**src/hw/rtl/fjos_pkg.sv**
```systemverilog
package fjos_pkg;

  localparam int MAX_TEXT_BYTES = 65536;
  localparam int POS_CAP_INT = (MAX_TEXT_BYTES - 1 < 65535) ? MAX_TEXT_BYTES - 1 : 65535;
  localparam logic [15:0] POS_CAP = 16'(POS_CAP_INT);

  localparam int OUT_DEPTH = 4;
  localparam int PTR_W = $clog2(OUT_DEPTH);
  localparam int CNT_W = $clog2(OUT_DEPTH + 1);

  localparam logic [7:0] CH_LBRACE   = 8'h7B;
  localparam logic [7:0] CH_RBRACE   = 8'h7D;
  localparam logic [7:0] CH_LBRACKET = 8'h5B;
  localparam logic [7:0] CH_RBRACKET = 8'h5D;
  localparam logic [7:0] CH_COLON    = 8'h3A;
  localparam logic [7:0] CH_COMMA    = 8'h2C;
  localparam logic [7:0] CH_QUOTE    = 8'h22;
  localparam logic [7:0] CH_ZERO     = 8'h30;
  localparam logic [7:0] CH_NINE     = 8'h39;

  typedef enum logic [1:0] {
    KIND_MEMBER = 2'd0,
    KIND_OK     = 2'd1,
    KIND_FAIL   = 2'd2
  } result_kind_t;

  typedef enum logic [2:0] {
    ERR_NONE     = 3'd0,
    ERR_NO_OPEN  = 3'd1,
    ERR_NO_KEY   = 3'd2,
    ERR_NO_COLON = 3'd3,
    ERR_NO_VALUE = 3'd4,
    ERR_NO_NEXT  = 3'd5
  } err_code_t;

  typedef enum logic [2:0] {
    STEP_OPEN  = 3'd0,
    STEP_KEY   = 3'd1,
    STEP_COLON = 3'd2,
    STEP_VALUE = 3'd3,
    STEP_NEXT  = 3'd4
  } step_t;

  typedef enum logic [3:0] {
    TOK_NONE,
    TOK_END,
    TOK_BAD,
    TOK_LBRACE,
    TOK_RBRACE,
    TOK_LBRACKET,
    TOK_RBRACKET,
    TOK_COLON,
    TOK_COMMA,
    TOK_STR,
    TOK_INT
  } tok_t;

  typedef struct packed {
    logic [7:0] data_byte;
    logic       last_byte;
  } in_item_t;

  typedef struct packed {
    result_kind_t result_kind;
    logic [15:0]  key_start;
    logic [15:0]  key_length;
    logic [15:0]  value_start;
    logic [15:0]  value_length;
    logic         value_is_integer;
    err_code_t    error_code;
    logic         last_result;
  } out_item_t;

  typedef struct packed {
    step_t       step;
    logic        finished;
    logic [15:0] key_start;
    logic [15:0] key_length;
  } grammar_t;

  typedef struct packed {
    grammar_t  g;
    logic      emit;
    out_item_t item;
  } parse_t;

  typedef struct packed {
    logic [1:0] count;
    out_item_t  first;
    out_item_t  second;
  } push_t;

  function automatic parse_t fail_with(parse_t r, err_code_t e);
    parse_t f;
    f = r;
    f.emit = 1'b1;
    f.item.result_kind = KIND_FAIL;
    f.item.error_code = e;
    f.g.finished = 1'b1;
    return f;
  endfunction

  // Applies one token to the grammar and reports the result beat it causes, if any.
  function automatic parse_t parse_token(grammar_t g, tok_t t, logic [15:0] start,
                                         logic [15:0] len);
    parse_t r;
    r.g = g;
    r.emit = 1'b0;
    r.item = '0;
    if (t != TOK_NONE && !g.finished) begin
      case (g.step)
        STEP_OPEN: begin
          if (t == TOK_LBRACE) r.g.step = STEP_KEY;
          else r = fail_with(r, ERR_NO_OPEN);
        end
        STEP_KEY: begin
          if (t == TOK_STR) begin
            r.g.key_start = start;
            r.g.key_length = len;
            r.g.step = STEP_COLON;
          end else begin
            r = fail_with(r, ERR_NO_KEY);
          end
        end
        STEP_COLON: begin
          if (t == TOK_COLON) r.g.step = STEP_VALUE;
          else r = fail_with(r, ERR_NO_COLON);
        end
        STEP_VALUE: begin
          if (t == TOK_STR || t == TOK_INT) begin
            r.emit = 1'b1;
            r.item.result_kind = KIND_MEMBER;
            r.item.key_start = g.key_start;
            r.item.key_length = g.key_length;
            r.item.value_start = start;
            r.item.value_length = len;
            r.item.value_is_integer = (t == TOK_INT);
            r.g.step = STEP_NEXT;
          end else begin
            r = fail_with(r, ERR_NO_VALUE);
          end
        end
        STEP_NEXT: begin
          if (t == TOK_COMMA) begin
            r.g.step = STEP_KEY;
          end else if (t == TOK_RBRACE) begin
            r.emit = 1'b1;
            r.item.result_kind = KIND_OK;
            r.g.finished = 1'b1;
          end else begin
            r = fail_with(r, ERR_NO_NEXT);
          end
        end
        default: begin
          r = fail_with(r, ERR_NO_NEXT);
        end
      endcase
    end
    return r;
  endfunction

endpackage

```
**src/hw/rtl/flat_json_object_scanner.sv**
```systemverilog
// Scans a flat JSON object arriving one byte per beat, with last_byte on the final byte, and
// reports each member's key and value spans, then one ok or error result, ignoring further
// bytes until the text ends. Each byte is lexed and parsed in the cycle it is accepted, so a
// new byte can be taken every cycle; results go through a four-entry queue and leave at one
// per cycle while out_stall is low. A byte that closes an integer and also ends the object
// yields two results, and in_stall rises while the queue has room for fewer than two, so input
// pauses only after the result side has stalled long enough to leave three results queued.
module flat_json_object_scanner (
  input  logic                clk,
  input  logic                rst_n,
  input  logic                in_valid,
  output logic                in_stall,
  input  fjos_pkg::in_item_t  in_data,
  output logic                out_valid,
  input  logic                out_stall,
  output fjos_pkg::out_item_t out_data
);

  logic            accept;
  logic            nearly_full;
  fjos_pkg::push_t push;

  assign in_stall = nearly_full;
  assign accept = in_valid && !in_stall;

  fjos_scan u_scan (
    .clk    (clk),
    .rst_n  (rst_n),
    .accept (accept),
    .item   (in_data),
    .push   (push)
  );

  fjos_fifo u_fifo (
    .clk         (clk),
    .rst_n       (rst_n),
    .push        (push),
    .nearly_full (nearly_full),
    .out_valid   (out_valid),
    .out_stall   (out_stall),
    .out_data    (out_data)
  );

endmodule

```
**src/hw/rtl/fjos_scan.sv**
```systemverilog
module fjos_scan (
  input  logic              clk,
  input  logic              rst_n,
  input  logic              accept,
  input  fjos_pkg::in_item_t item,
  output fjos_pkg::push_t   push
);

  typedef enum logic [1:0] {
    MODE_IDLE,
    MODE_STR,
    MODE_INT
  } mode_t;

  logic [15:0]       pos_r, pos_nxt;
  mode_t             mode_r, mode_nxt;
  logic [15:0]       tstart_r, tstart_nxt;
  fjos_pkg::grammar_t g_r, g_nxt;

  logic [7:0]        c;
  logic              is_dig;
  logic              scan;
  logic [16:0]       pos_wide;
  logic [15:0]       pos_inc;
  logic [15:0]       span_p;
  logic [15:0]       span_end;
  mode_t             mode_lex;
  logic [15:0]       tstart_lex;
  fjos_pkg::tok_t    tok1, tok2, tok3, tok4;
  fjos_pkg::parse_t  pr [4];
  fjos_pkg::out_item_t first, second;
  logic [1:0]        n;

  assign c = item.data_byte;
  assign is_dig = (c inside {[fjos_pkg::CH_ZERO:fjos_pkg::CH_NINE]});
  assign pos_wide = {1'b0, pos_r} + 17'd1;
  assign pos_inc = (pos_wide > {1'b0, fjos_pkg::POS_CAP}) ? fjos_pkg::POS_CAP : pos_wide[15:0];
  assign span_p = (pos_r >= tstart_r) ? pos_r - tstart_r : 16'd0;

  always_comb begin
    mode_lex = mode_r;
    tstart_lex = tstart_r;
    tok1 = fjos_pkg::TOK_NONE;
    tok2 = fjos_pkg::TOK_NONE;
    tok3 = fjos_pkg::TOK_NONE;
    tok4 = fjos_pkg::TOK_NONE;
    scan = 1'b0;
    if (!g_r.finished) begin
      if (mode_r == MODE_STR) begin
        if (c == fjos_pkg::CH_QUOTE) begin
          mode_lex = MODE_IDLE;
          tok1 = fjos_pkg::TOK_STR;
        end
      end else if (mode_r == MODE_INT) begin
        if (!is_dig) begin
          mode_lex = MODE_IDLE;
          tok1 = fjos_pkg::TOK_INT;
          scan = 1'b1;
        end
      end else begin
        scan = 1'b1;
      end
      if (scan) begin
        case (c)
          fjos_pkg::CH_LBRACE:   tok2 = fjos_pkg::TOK_LBRACE;
          fjos_pkg::CH_RBRACE:   tok2 = fjos_pkg::TOK_RBRACE;
          fjos_pkg::CH_LBRACKET: tok2 = fjos_pkg::TOK_LBRACKET;
          fjos_pkg::CH_RBRACKET: tok2 = fjos_pkg::TOK_RBRACKET;
          fjos_pkg::CH_COLON:    tok2 = fjos_pkg::TOK_COLON;
          fjos_pkg::CH_COMMA:    tok2 = fjos_pkg::TOK_COMMA;
          fjos_pkg::CH_QUOTE: begin
            mode_lex = MODE_STR;
            tstart_lex = pos_inc;
          end
          default: begin
            if (is_dig) begin
              mode_lex = MODE_INT;
              tstart_lex = pos_r;
            end
          end
        endcase
      end
      if (item.last_byte) begin
        if (mode_lex == MODE_INT) tok3 = fjos_pkg::TOK_INT;
        else if (mode_lex == MODE_STR) tok3 = fjos_pkg::TOK_BAD;
        tok4 = fjos_pkg::TOK_END;
      end
    end
  end

  assign span_end = (pos_inc >= tstart_lex) ? pos_inc - tstart_lex : 16'd0;

  assign pr[0] = fjos_pkg::parse_token(g_r, tok1, tstart_r, span_p);
  assign pr[1] = fjos_pkg::parse_token(pr[0].g, tok2, 16'd0, 16'd0);
  assign pr[2] = fjos_pkg::parse_token(pr[1].g, tok3, tstart_lex, span_end);
  assign pr[3] = fjos_pkg::parse_token(pr[2].g, tok4, 16'd0, 16'd0);

  // At most two of the four token steps can emit: a member and then a final result.
  always_comb begin
    n = 2'd0;
    first = '0;
    second = '0;
    for (int i = 0; i < 4; i++) begin
      if (pr[i].emit) begin
        if (n == 2'd0) begin
          first = pr[i].item;
          n = 2'd1;
        end else if (n == 2'd1) begin
          second = pr[i].item;
          n = 2'd2;
        end
      end
    end
    if (n == 2'd1) first.last_result = 1'b1;
    if (n == 2'd2) second.last_result = 1'b1;
  end

  assign push.count = accept ? n : 2'd0;
  assign push.first = first;
  assign push.second = second;

  always_comb begin
    if (item.last_byte) begin
      pos_nxt = 16'd0;
      mode_nxt = MODE_IDLE;
      tstart_nxt = 16'd0;
      g_nxt = '{step: fjos_pkg::STEP_OPEN, finished: 1'b0, key_start: 16'd0,
                key_length: 16'd0};
    end else begin
      pos_nxt = pos_inc;
      mode_nxt = mode_lex;
      tstart_nxt = tstart_lex;
      g_nxt = pr[3].g;
    end
  end

  always_ff @(posedge clk) begin
    if (!rst_n) begin
      pos_r <= 16'd0;
      mode_r <= MODE_IDLE;
      tstart_r <= 16'd0;
      g_r <= '{step: fjos_pkg::STEP_OPEN, finished: 1'b0, key_start: 16'd0,
               key_length: 16'd0};
    end else if (accept) begin
      pos_r <= pos_nxt;
      mode_r <= mode_nxt;
      tstart_r <= tstart_nxt;
      g_r <= g_nxt;
    end
  end

  a_no_beat_when_finished: assert property (@(posedge clk) disable iff (!rst_n)
    push.count != 2'd0 |-> !g_r.finished)
    else $error("result produced after the text was finished");

  a_pair_ends_text: assert property (@(posedge clk) disable iff (!rst_n)
    push.count == 2'd2 |-> push.first.result_kind == fjos_pkg::KIND_MEMBER &&
                           push.second.result_kind != fjos_pkg::KIND_MEMBER &&
                           push.second.last_result)
    else $error("second result of a byte is not the final one");

  a_last_restarts: assert property (@(posedge clk) disable iff (!rst_n)
    accept && item.last_byte |=> pos_r == 16'd0 && mode_r == MODE_IDLE &&
                                 g_r.step == fjos_pkg::STEP_OPEN && !g_r.finished)
    else $error("scanner did not restart after the last byte");

endmodule

```
**src/hw/rtl/fjos_fifo.sv**
```systemverilog
module fjos_fifo (
  input  logic                clk,
  input  logic                rst_n,
  input  fjos_pkg::push_t     push,
  output logic                nearly_full,
  output logic                out_valid,
  input  logic                out_stall,
  output fjos_pkg::out_item_t out_data
);

  fjos_pkg::out_item_t             mem [fjos_pkg::OUT_DEPTH];
  logic [fjos_pkg::PTR_W-1:0]      wr_ptr_r, wr_ptr_nxt;
  logic [fjos_pkg::PTR_W-1:0]      rd_ptr_r, rd_ptr_nxt;
  logic [fjos_pkg::CNT_W-1:0]      count_r, count_nxt;
  logic                            pop;

  assign out_valid = (count_r != '0);
  assign out_data = mem[rd_ptr_r];
  assign pop = out_valid && !out_stall;
  assign nearly_full = (count_r > fjos_pkg::CNT_W'(fjos_pkg::OUT_DEPTH - 2));

  assign wr_ptr_nxt = wr_ptr_r + fjos_pkg::PTR_W'(push.count);
  assign rd_ptr_nxt = rd_ptr_r + fjos_pkg::PTR_W'(pop);
  assign count_nxt = count_r + fjos_pkg::CNT_W'(push.count) - fjos_pkg::CNT_W'(pop);

  always_ff @(posedge clk) begin
    if (push.count != 2'd0) begin
      mem[wr_ptr_r] <= push.first;
    end
    if (push.count == 2'd2) begin
      mem[wr_ptr_r + fjos_pkg::PTR_W'(1)] <= push.second;
    end
  end

  always_ff @(posedge clk) begin
    if (!rst_n) begin
      wr_ptr_r <= '0;
      rd_ptr_r <= '0;
      count_r <= '0;
    end else begin
      wr_ptr_r <= wr_ptr_nxt;
      rd_ptr_r <= rd_ptr_nxt;
      count_r <= count_nxt;
    end
  end

  a_room_for_push: assert property (@(posedge clk) disable iff (!rst_n)
    push.count != 2'd0 |-> !nearly_full)
    else $error("results pushed while the queue lacks room for two");

  a_count_bound: assert property (@(posedge clk) disable iff (!rst_n)
    count_r <= fjos_pkg::CNT_W'(fjos_pkg::OUT_DEPTH))
    else $error("queue count beyond its depth");

endmodule

```
**config.mk**
```make
export PLATFORM = sky130hd
export DESIGN_NAME = flat_json_object_scanner
export DESIGN_NICKNAME = d
export VERILOG_FILES = /design/src/hw/rtl/fjos_pkg.sv /design/src/hw/rtl/flat_json_object_scanner.sv /design/src/hw/rtl/fjos_scan.sv /design/src/hw/rtl/fjos_fifo.sv
export SDC_FILE = /design/constraint.sdc
export NUM_CORES = 1
export LEC_CHECK = 0
export BUFFER_PORTS_ARGS = -buffer_cell sky130_fd_sc_hd__buf_4
export CAP_MARGIN = 20
export CELL_PAD_IN_SITES_DETAIL_PLACEMENT = 0
export CELL_PAD_IN_SITES_GLOBAL_PLACEMENT = 1
export CORE_MARGIN = 3
export CORE_UTILIZATION = 35
export CTS_CLUSTER_SIZE = 14
export DETAILED_ROUTE_END_ITERATION = 6
export GPL_TIMING_DRIVEN = 1
export PLACE_DENSITY = 0.63
export REMOVE_ABC_BUFFERS = 1
export SLEW_MARGIN = 20
export SYNTH_ARGS = -nofsm -noshare
export SYNTH_HDL_FRONTEND = slang
export SYNTH_SLANG_ARGS = --single-unit
```
**constraint.sdc**
```tcl
create_clock -name clk -period 12.17 [get_ports clk]
set_clock_uncertainty 0.05 [all_clocks]
set_input_delay 2.434 -clock clk [delete_from_list [all_inputs] [get_ports clk]]
set_output_delay 2.434 -clock clk [all_outputs]
set_load 0.02 [all_outputs]
```
==> results.json, run 1 <==
{
  "relSlewSlack_pct": 25.0,
  "grt_pass1_wl_microns": 103000,
  "grt_max_degree": 78,
  "internal_power_mw": 2.50,
  "dp_hpwl_microns": 45000,
  "drt-total-wl_microns": 69600,
  "die_x_microns": 248,
  "start_util_pct": 35.5,
  "synth.distinct_cells": 89,
  "clk_pin_slew_worst_paths_ns": 0.06,
  "crit_path_frequent_cell": "a21oi_1",
  "ys.flop_type": "edfxtp_1",
  "grt_pass1_vias": 15974,
  "switching_share_pct": 30.1,
  "synth.area.top_cells": "edfxtp_1 (41%), mux4_2 (7.8%), dfxtp_1 (7.5%)",
  "netlist_area_sq_um": 20600,
  "fin_cells": 2690,
  "drv_cap": 0,
  "drt_first_pass_iters": 5,
  "drt-initial-drc-count": 1404,
  "switchingPower_mw": 1.08,
  "r2r-start": "u_scan.pos_r[0]$_SDFFE_PN0P_",
  "startpoint": "in_data[8]",
  "postCtsSetupBuffers": 0,
  "maxSlewViolCount": 0,
  "worstHoldStart": "u_scan.g_r[15]$_SDFFE_PN0P_",
  "layout_min_cycle_time_ns": 8.66,
  "cp-start-kind": "input port",
  "seqPwrFrac_pct": 40.4,
  "vias": 16096,
  "floorplan.die_area_sq_um": 61700,
  "synth-edff-count": 284,
  "grt_usage_pct": 22.4,
  "core_sq_um": 57900,
  "mostFrequentLayoutCells": "edfxtp_1 (284), buf_4 (119), nand2_1 (114)",
  "io_buffers": 85,
  "grt_overflow": 0,
  "synthCells": 1847,
  "ctsHoldBuffers": 0,
  "synth_top_area_cell": "edfxtp_1",
  "arrival_ns": 9.05,
  "p_comb_share_pct": 22.9,
  "status": "completed",
  "final_common_cell": "edfxtp_1",
  "timing.hold.ws_ns": 0.509,
  "syn_area_per_cell_sq_um": 11.1,
  "via_per_inst": 5.98,
  "required_ns": 12.55,
  "path_cells": "buf_4 -> nor4b_1 -> nand2_1 -> a21oi_2 -> o22ai_1 -> a31oi_1 -> inv_1 -> ha_1 -> a21o_1 -> a21oi_1 -> nand2b_1 -> a2111oi_1 -> o31ai_1 -> a21oi_1 -> nand4_1 -> or2_2 -> a21oi_1 -> mux2_2",
  "n_antenna_cell": 0,
  "path_max_fanout": 16,
  "cts_tree": "built",
  "cts_buffers": 43,
  "setup_tns_ns": 0,
  "cts_resized": 0,
  "placed_cells": 2611,
  "ant_nets": 0,
  "slowest_stage": "a2111oi_1",
  "post-route-period-util_pct": 71.2,
  "h-tree-depth": 2,
  "ys_seq_elements": 361,
  "yosys_warnings": 0,
  "netlist.area_leader.share_pct": 41.5,
  "power.total_mw": 3.57,
  "p_per_area_nw_per_um2": 153,
  "endpoint_kind": "flop",
  "io_pins": 86,
  "tightest_slew_ns": 1.13,
  "clkLatencyLatePin_ns": 0.58,
  "max_freq_mhz": 115,
  "routedWlPerCell_microns": 25.9,
  "p_clk_share_pct": 36.7,
  "async_reset_ff_share_pct": 0,
  "nets": 1950,
  "critPathKind": "input port to flop",
  "rsz0062_at_grt": "no",
  "setup_viol": 0,
  "gp_congestion": 0.915,
  "leakagePower_nw": 8.37,
  "hold_class": "flop to flop",
  "area_growth_pct": 13.8,
  "clockBufferDepth": 3,
  "drive_above_1_share_pct": 16.7,
  "die_h_microns": 248,
  "clock-root-buffer": "clkbuf_16",
  "antenna_found_initial": 1,
  "drc": 0,
  "yosysSeqAreaShare_pct": 49.0,
  "slowest_delay_ns": 0.81,
  "clock-sinks": 361,
  "vdd.ir_drop.worst_uv": 182,
  "fp-row-count": 88,
  "hold_viol": 0
}
metrics by stage:
stage                     utilization, %  area, sq um  worst slack, ns
after CTS                           40.4        23400             3.59
after detailed placement            37.9        22000             3.04
final                               40.4        23400             3.51
after global routing                40.4        23400             3.02
after global placement              37.9        22000             2.45
after floorplan                        -        20100             2.86
layer usage:
layer / routed length [microns] / vias to the layer above / GRT usage, %
li1: - / 7216 / -
met1: 30300 / 8106 / 30.2
met2: 33100 / 652 / 37.3
met3: 4260 / 122 / 2.71
met4: 2040 / 0 / 7.82
met5: 0 / - / 0
registers in the layout, summed over array words and instances, names as in the netlist:
signal,flops
u_scan.mode_r,2
u_scan.pos_r,16
u_fifo.count_r,3
u_fifo.wr_ptr_r,2
u_fifo.mem,284
u_scan.tstart_r,16
u_scan.g_r,36
u_fifo.rd_ptr_r,2
power by group through the flow:
stage | clock (mW) | sequential, mW | combinational, mW
after floorplan | 0 | 1.48 | 0.484
after global routing | 1.39 | 1.46 | 0.867
after global placement | 0 | 1.47 | 0.830
final | 1.31 | 1.44 | 0.817
after detailed placement | 0 | 1.47 | 0.830
after CTS | 1.34 | 1.45 | 0.832
cell type report:
type | instances | area, sq um
Clock buffer | 51 | 1150
Clock inverter | 28 | 285
Fill cell | 5628 | 34500
Inverter | 64 | 240
Multi-Input combinational cell | 1302 | 9800
Sequential cell | 361 | 10100
Tap cell | 765 | 957
Timing Repair Buffer | 119 | 893
synth_stat cells, types with 33 or more instances:
cell type and instances:
clkbuf_1 77, ha_1 43, nand2_1 117, and2_1 86
o21ai_0 78, dfxtp_1 77, a22oi_1 72, inv_1 62
nor2_1 71, mux2i_1 58, nor2b_1 76, o22ai_1 108
nand3_1 52, mux4_2 71, a21oi_1 96, nor3_1 33
edfxtp_1 284
path summary, 6_finish.rpt:
path         cells after the start  slack [ns]                           to
max                             18        3.51  u_fifo.mem[1][17]$_DFFE_PP_
min                              2        0.51  u_scan.g_r[15]$_SDFFE_PN0P_
max reg2reg                     21        3.98  u_fifo.mem[1][17]$_DFFE_PP_
min reg2reg                      2        0.51  u_scan.g_r[15]$_SDFFE_PN0P_
kinds of logic (layout without fill, tap and decap cells):
logic type | Yosys count | after routing | share of synthesized area [%]
AOI/OAI and AO/OA | 531 | 531 | 17.2
xor gates and xnor gates | 41 | 41 | 1.75
adders and majority gates | 46 | 46 | 2.91
buffers and inverters | 184 | 262 | 3.59
DFF | 361 | 361 | 49.0
muxes | 138 | 138 | 11.1
and+or+nand+nor | 546 | 546 | 14.5
worst max-delay path: cells and delay by family:
family,cells,cell delay [ns]
buf+inv,2,0.29
fa+ha+maj,1,0.39
compound gates,9,3.17
simple gates,5,2.52
mux,1,0.20
No activity file was read; power rests on OpenSTA's default activity.
==> inputs of run 2 (changes only) <==
==> constraint.sdc (replaced) <==
create_clock -name clk -period 8.6 [get_ports clk]
set_clock_uncertainty 0.05 [all_clocks]
set_input_delay 1.72 -clock clk [delete_from_list [all_inputs] [get_ports clk]]
set_output_delay 1.72 -clock clk [all_outputs]
set_load 0.02 [all_outputs]
==> results.json, run 2 (synthesized netlist as in run 1, its figures left out) <==
{
  "reg_top3": "u_fifo.mem x284, u_scan.g_r x36",
  "postCtsSetupBuffers": 0,
  "setup_viol": 0,
  "max_freq_mhz": 141,
  "cts_buffers": 42,
  "grt_max_degree": 78,
  "post-route-period-util_pct": 82.5,
  "fp-row-count": 88,
  "setup_tns_ns": 0,
  "ant_nets": 0,
  "area_growth_pct": 14.4,
  "fillers": 5630,
  "drive_above_1_share_pct": 16.7,
  "nets": 1961,
  "arrival_ns": 7.50,
  "drt-initial-drc-count": 1518,
  "tightest_slew_ns": 1.08,
  "drt-total-wl_microns": 68400,
  "antenna_found_initial": 0,
  "clock-sinks": 361,
  "die_h_microns": 248,
  "mostFrequentLayoutCells": "edfxtp_1 (284), buf_4 (128), nand2_1 (114)",
  "drv_cap": 0,
  "cp-start-kind": "flop",
  "ctsHoldBuffers": 0,
  "p_per_area_nw_per_um2": 215,
  "gp_congestion": 0.877,
  "h-tree-depth": 2,
  "cts_tree": "built",
  "place_ws_ns": 1.42,
  "endpoint_kind": "flop",
  "path_max_fanout": 17,
  "drc": 0,
  "floorplan.die_area_sq_um": 61700,
  "vdd.ir_drop.worst_uv": 229,
  "io_pins": 86,
  "hold_class": "flop to flop",
  "clk_pin_slew_worst_paths_ns": 0.07,
  "clock-root-buffer": "clkbuf_16",
  "top_register": "u_fifo.mem",
  "critPathKind": "flop to flop",
  "cts_resized": 0,
  "leakagePower_nw": 8.46,
  "grt_usage_pct": 22.1,
  "vias": 15941,
  "final_common_cell": "edfxtp_1",
  "grt_overflow": 0,
  "reg2reg_depth": 23,
  "core_sq_um": 57900,
  "grt_pass1_vias": 15873,
  "maxSlewViolCount": 0,
  "drt_first_pass_iters": 7,
  "grt_pass1_wl_microns": 102000,
  "routedWlPerCell_microns": 25.3,
  "dp_hpwl_microns": 45300,
  "io_buffers": 85,
  "clockBufferDepth": 3,
  "n_antenna_cell": 0,
  "relSlewSlack_pct": 28.2,
  "layout_min_cycle_time_ns": 7.10,
  "fin_ws_ns": 1.50,
  "rsz0062_at_grt": "no",
  "largest_reg_flops": 284,
  "start_util_pct": 35.5,
  "status": "completed",
  "holdPathStages": 2,
  "die_x_microns": 248,
  "hold_viol": 0,
  "clkLatencyLatePin_ns": 0.58,
  "via_per_inst": 5.90,
  "required_ns": 9.00
}
-- run 2: per-stage QoR --
| step | util [%] | instance area, sq um | instances | hold WS, ns | total power, mW |
|---|---|---|---|---|---|
| 2_1_floorplan | - | 20100 | 1727 | 0.448 | 2.78 |
| 3_3_place_gp | 38.1 | 22100 | 2623 | 0.470 | 3.24 |
| 3_5_place_dp | 38.1 | 22100 | 2623 | 0.484 | 3.25 |
| 4_1_cts | 40.6 | 23500 | 2701 | 0.505 | 5.12 |
| 5_1_grt | 40.6 | 23500 | 2701 | 0.544 | 5.26 |
| 6_report | 40.6 | 23500 | 2701 | 0.507 | 5.06 |
-- run 2: final timing paths --
check | to | slack (ns) | startpoint
setup / recovery | u_fifo.mem[1][17]$_DFFE_PP_ | 1.50 | u_scan.pos_r[0]$_SDFFE_PN0P_
hold / removal | u_scan.g_r[15]$_SDFFE_PN0P_ | 0.51 | u_scan.g_r[15]$_SDFFE_PN0P_
setup reg to reg | u_fifo.mem[1][17]$_DFFE_PP_ | 1.50 | u_scan.pos_r[0]$_SDFFE_PN0P_
hold reg to reg | u_scan.g_r[15]$_SDFFE_PN0P_ | 0.51 | u_scan.g_r[15]$_SDFFE_PN0P_
-- run 2: cell type report --
class	instances	area (sq um)	area share, %
Clock inverter	18	218	0.925
Sequential cell	361	10100	42.8
Tap cell	765	957	4.07
Multi-Input combinational cell	1302	9790	41.6
Timing Repair Buffer	131	1020	4.34
Inverter	64	240	1.02
Clock buffer	60	1220	5.19
-- run 2: report_power, final --
part | switching [mW] | internal [mW] | leakage (nW) | total (mW)
Combinational | 0.643 | 0.498 | 4.45 | 1.14
Clock | 0.759 | 1.12 | 0.705 | 1.87
Sequential | 0.0885 | 1.96 | 3.31 | 2.04
Total | 1.49 | 3.57 | 8.46 | 5.06
-- run 2: critical path: stages (launching register included) --
cell and delay, ns:
dfxtp_1 0.54, inv_1 0.20, ha_1 0.35, or4_1 0.51, or3_1 0.37, nor4_1 0.26
nand4_1 0.16, a21o_1 0.42, and2_1 0.42, a31oi_1 0.43, inv_1 0.23, ha_1 0.39
a21o_1 0.16, a21oi_1 0.09, nand2b_1 0.19, a2111oi_0 0.41, buf_4 0.21, o31ai_1 0.09
a21oi_1 0.33, nand4_1 0.14, buf_4 0.22, or2_2 0.30, a21oi_1 0.27, mux2_2 0.21
-- run 2: metal layers --
| layer | global-route usage (%) | vias to the layer above | wire, microns |
|---|---|---|---|
| li1 | - | 7268 | - |
| met1 | 29.4 | 7954 | 29400 |
| met2 | 36.8 | 578 | 32500 |
| met3 | 3.04 | 141 | 3720 |
| met4 | 8.34 | 0 | 2670 |
| met5 | 0 | - | 0 |
==> inputs of run 3 (changes only) <==
--- a/config.mk
+++ b/config.mk
@@ -14,7 +14,7 @@
 export CTS_CLUSTER_SIZE = 14
 export DETAILED_ROUTE_END_ITERATION = 6
 export GPL_TIMING_DRIVEN = 1
-export PLACE_DENSITY = 0.63
+export PLACE_DENSITY = 0.66
 export REMOVE_ABC_BUFFERS = 1
 export SLEW_MARGIN = 20
 export SYNTH_ARGS = -nofsm -noshare
==> constraint.sdc (replaced) <==
create_clock -name clk -period 5.8 [get_ports clk]
set_clock_uncertainty 0.05 [all_clocks]
set_input_delay 1.16 -clock clk [delete_from_list [all_inputs] [get_ports clk]]
set_output_delay 1.16 -clock clk [all_outputs]
set_load 0.02 [all_outputs]
==> results.json, run 3 (synthesized netlist as in run 1, its figures left out) <==
{
  "fillers": 5550,
  "antenna_found_initial": 0,
  "nets": 2108,
  "place_ws_ns": 0.0578,
  "top_register": "u_fifo.mem",
  "grt_usage_pct": 22.5,
  "setup_viol": 0,
  "utilization_pct": 42.7,
  "tightest_slew_ns": 1.12,
  "status": "completed",
  "drt-initial-drc-count": 1437,
  "maxSlewViolCount": 0,
  "grt_overflow": 0,
  "rrSetupSlack_ns": 0.28,
  "clk_pin_slew_worst_paths_ns": 0.06,
  "r2r-start": "u_scan.pos_r[0]$_SDFFE_PN0P_",
  "critPathKind": "flop to flop",
  "clockBufferDepth": 3,
  "mostFrequentLayoutCells": "edfxtp_1 (284), buf_4 (259), nand2_1 (114)",
  "drt-total-wl_microns": 69900,
  "fin_ws_ns": 0.280,
  "endpoint": "u_fifo.mem[1][18]$_DFFE_PP_",
  "arrival_ns": 5.77,
  "cp-start-kind": "flop",
  "clkLatencyLatePin_ns": 0.58,
  "start_util_pct": 35.5,
  "reg_top3": "u_fifo.mem x284, u_scan.g_r x36",
  "layout_min_cycle_time_ns": 5.52,
  "h-tree-depth": 2,
  "drv_cap": 0,
  "p_per_area_nw_per_um2": 300,
  "required_ns": 6.05,
  "drc": 0,
  "hold_class": "flop to flop",
  "vdd.ir_drop.worst_uv": 257,
  "n_antenna_cell": 0,
  "final_common_cell": "edfxtp_1",
  "max_freq_mhz": 181,
  "grt_pass1_vias": 16700,
  "clock-sinks": 361,
  "relSlewSlack_pct": 25.0,
  "via_per_inst": 5.83,
  "gp_congestion": 0.944,
  "cts_buffers": 43,
  "use_met1_pct": 29.8,
  "io_buffers": 85,
  "die_h_microns": 248,
  "die_x_microns": 248,
  "grt_max_degree": 78,
  "clock-root-buffer": "clkbuf_16",
  "postCtsSetupBuffers": 0,
  "post-route-period-util_pct": 95.2,
  "drive_above_1_share_pct": 22.7,
  "area_growth_pct": 20.4,
  "vias": 16618,
  "power.total_mw": 7.42,
  "io_pins": 86,
  "placed_cells": 2769,
  "fin_cells": 2849,
  "cts_tree": "built",
  "fp-row-count": 88,
  "endpoint_kind": "flop",
  "leakagePower_nw": 9.18,
  "reg2reg_depth": 22,
  "hold_viol": 0,
  "startpoint": "u_scan.pos_r[0]$_SDFFE_PN0P_",
  "floorplan.die_area_sq_um": 61700,
  "drt_first_pass_iters": 6,
  "dp_hpwl_microns": 47600,
  "timing.hold.ws_ns": 0.518,
  "r2r_end": "u_fifo.mem[1][18]$_DFFE_PP_",
  "grt_util_met3_pct": 3.63,
  "core_sq_um": 57900,
  "ant_nets": 0,
  "top_usage_layer": "met2",
  "routedWlPerCell_microns": 24.5,
  "path_max_fanout": 7,
  "largest_reg_flops": 284,
  "met2_usage_pct": 37.7,
  "grt_pass1_wl_microns": 105000
}
-- run 3: final cells by class --
class	count	area (sq um)	area share (%)
clock buffer	54	1180	4.76
clock inverter	26	178	0.718
inverter	64	240	0.971
multi-input combinational	1302	9810	39.6
sequential	361	10100	40.7
tap	765	957	3.87
timing repair buffer	277	2300	9.31
-- run 3: report_power, final --
part / switching, mW / internal (mW)
Sequential: 0.133 / 2.90
Clock: 1.11 / 1.49
Combinational: 0.982 / 0.802
Total: 2.23 / 5.19
-- run 3: worst min-delay path by stage --
stage / startpoint / endpoint / slack [ns] / cells past startpoint
2_1_floorplan: u_scan.g_r[15]$_SDFFE_PN0P_ / u_scan.g_r[15]$_SDFFE_PN0P_ / 0.45 / 2
3_3_place_gp: u_scan.g_r[15]$_SDFFE_PN0P_ / u_scan.g_r[15]$_SDFFE_PN0P_ / 0.48 / 2
3_5_place_dp: u_scan.g_r[9]$_SDFFE_PN0P_ / u_scan.g_r[9]$_SDFFE_PN0P_ / 0.50 / 2
4_1_cts: u_scan.g_r[9]$_SDFFE_PN0P_ / u_scan.g_r[9]$_SDFFE_PN0P_ / 0.52 / 2
5_1_grt: u_scan.g_r[9]$_SDFFE_PN0P_ / u_scan.g_r[9]$_SDFFE_PN0P_ / 0.55 / 2
6_report: u_scan.g_r[13]$_SDFFE_PN0P_ / u_scan.g_r[13]$_SDFFE_PN0P_ / 0.52 / 2
-- run 3: layer usage --
metal | vias to the layer above | share of wire [%]
li1 | 7555 | -
met1 | 8244 | 42
met2 | 698 | 48
met3 | 121 | 6.9
met4 | 0 | 3.3
met5 | - | 0
-- run 3: critical path, stage by stage (launching register included) --
cell and delay [ns]:
dfxtp_1 0.33, inv_1 0.06, ha_1 0.30, or4_1 0.51, or3_1 0.38, nor4_1 0.21
nand4_1 0.13, a21o_1 0.20, and2_1 0.15, buf_4 0.17, a31oi_1 0.25, inv_1 0.18
ha_1 0.36, buf_4 0.17, a21o_1 0.15, a21oi_1 0.22, o21ai_0 0.19, a311oi_2 0.36
buf_4 0.19, o21bai_1 0.08, nor4b_1 0.16, o21ai_1 0.30, mux2i_1 0.15
-- run 3: repair_timing --
item | CTS | global route
hold buffers | 0 | 0
gates resized for setup | 0 | 4
setup endpoints to repair | 0 | 47
-- run 3: through the flow --
stage               setup TNS [ns]  cell area, sq um
floorplan                  -638.40             20100
global placement                 0             23400
detailed placement               0             23400
CTS                              0             24700
global route               -0.0322             24700
finish                           0             24700
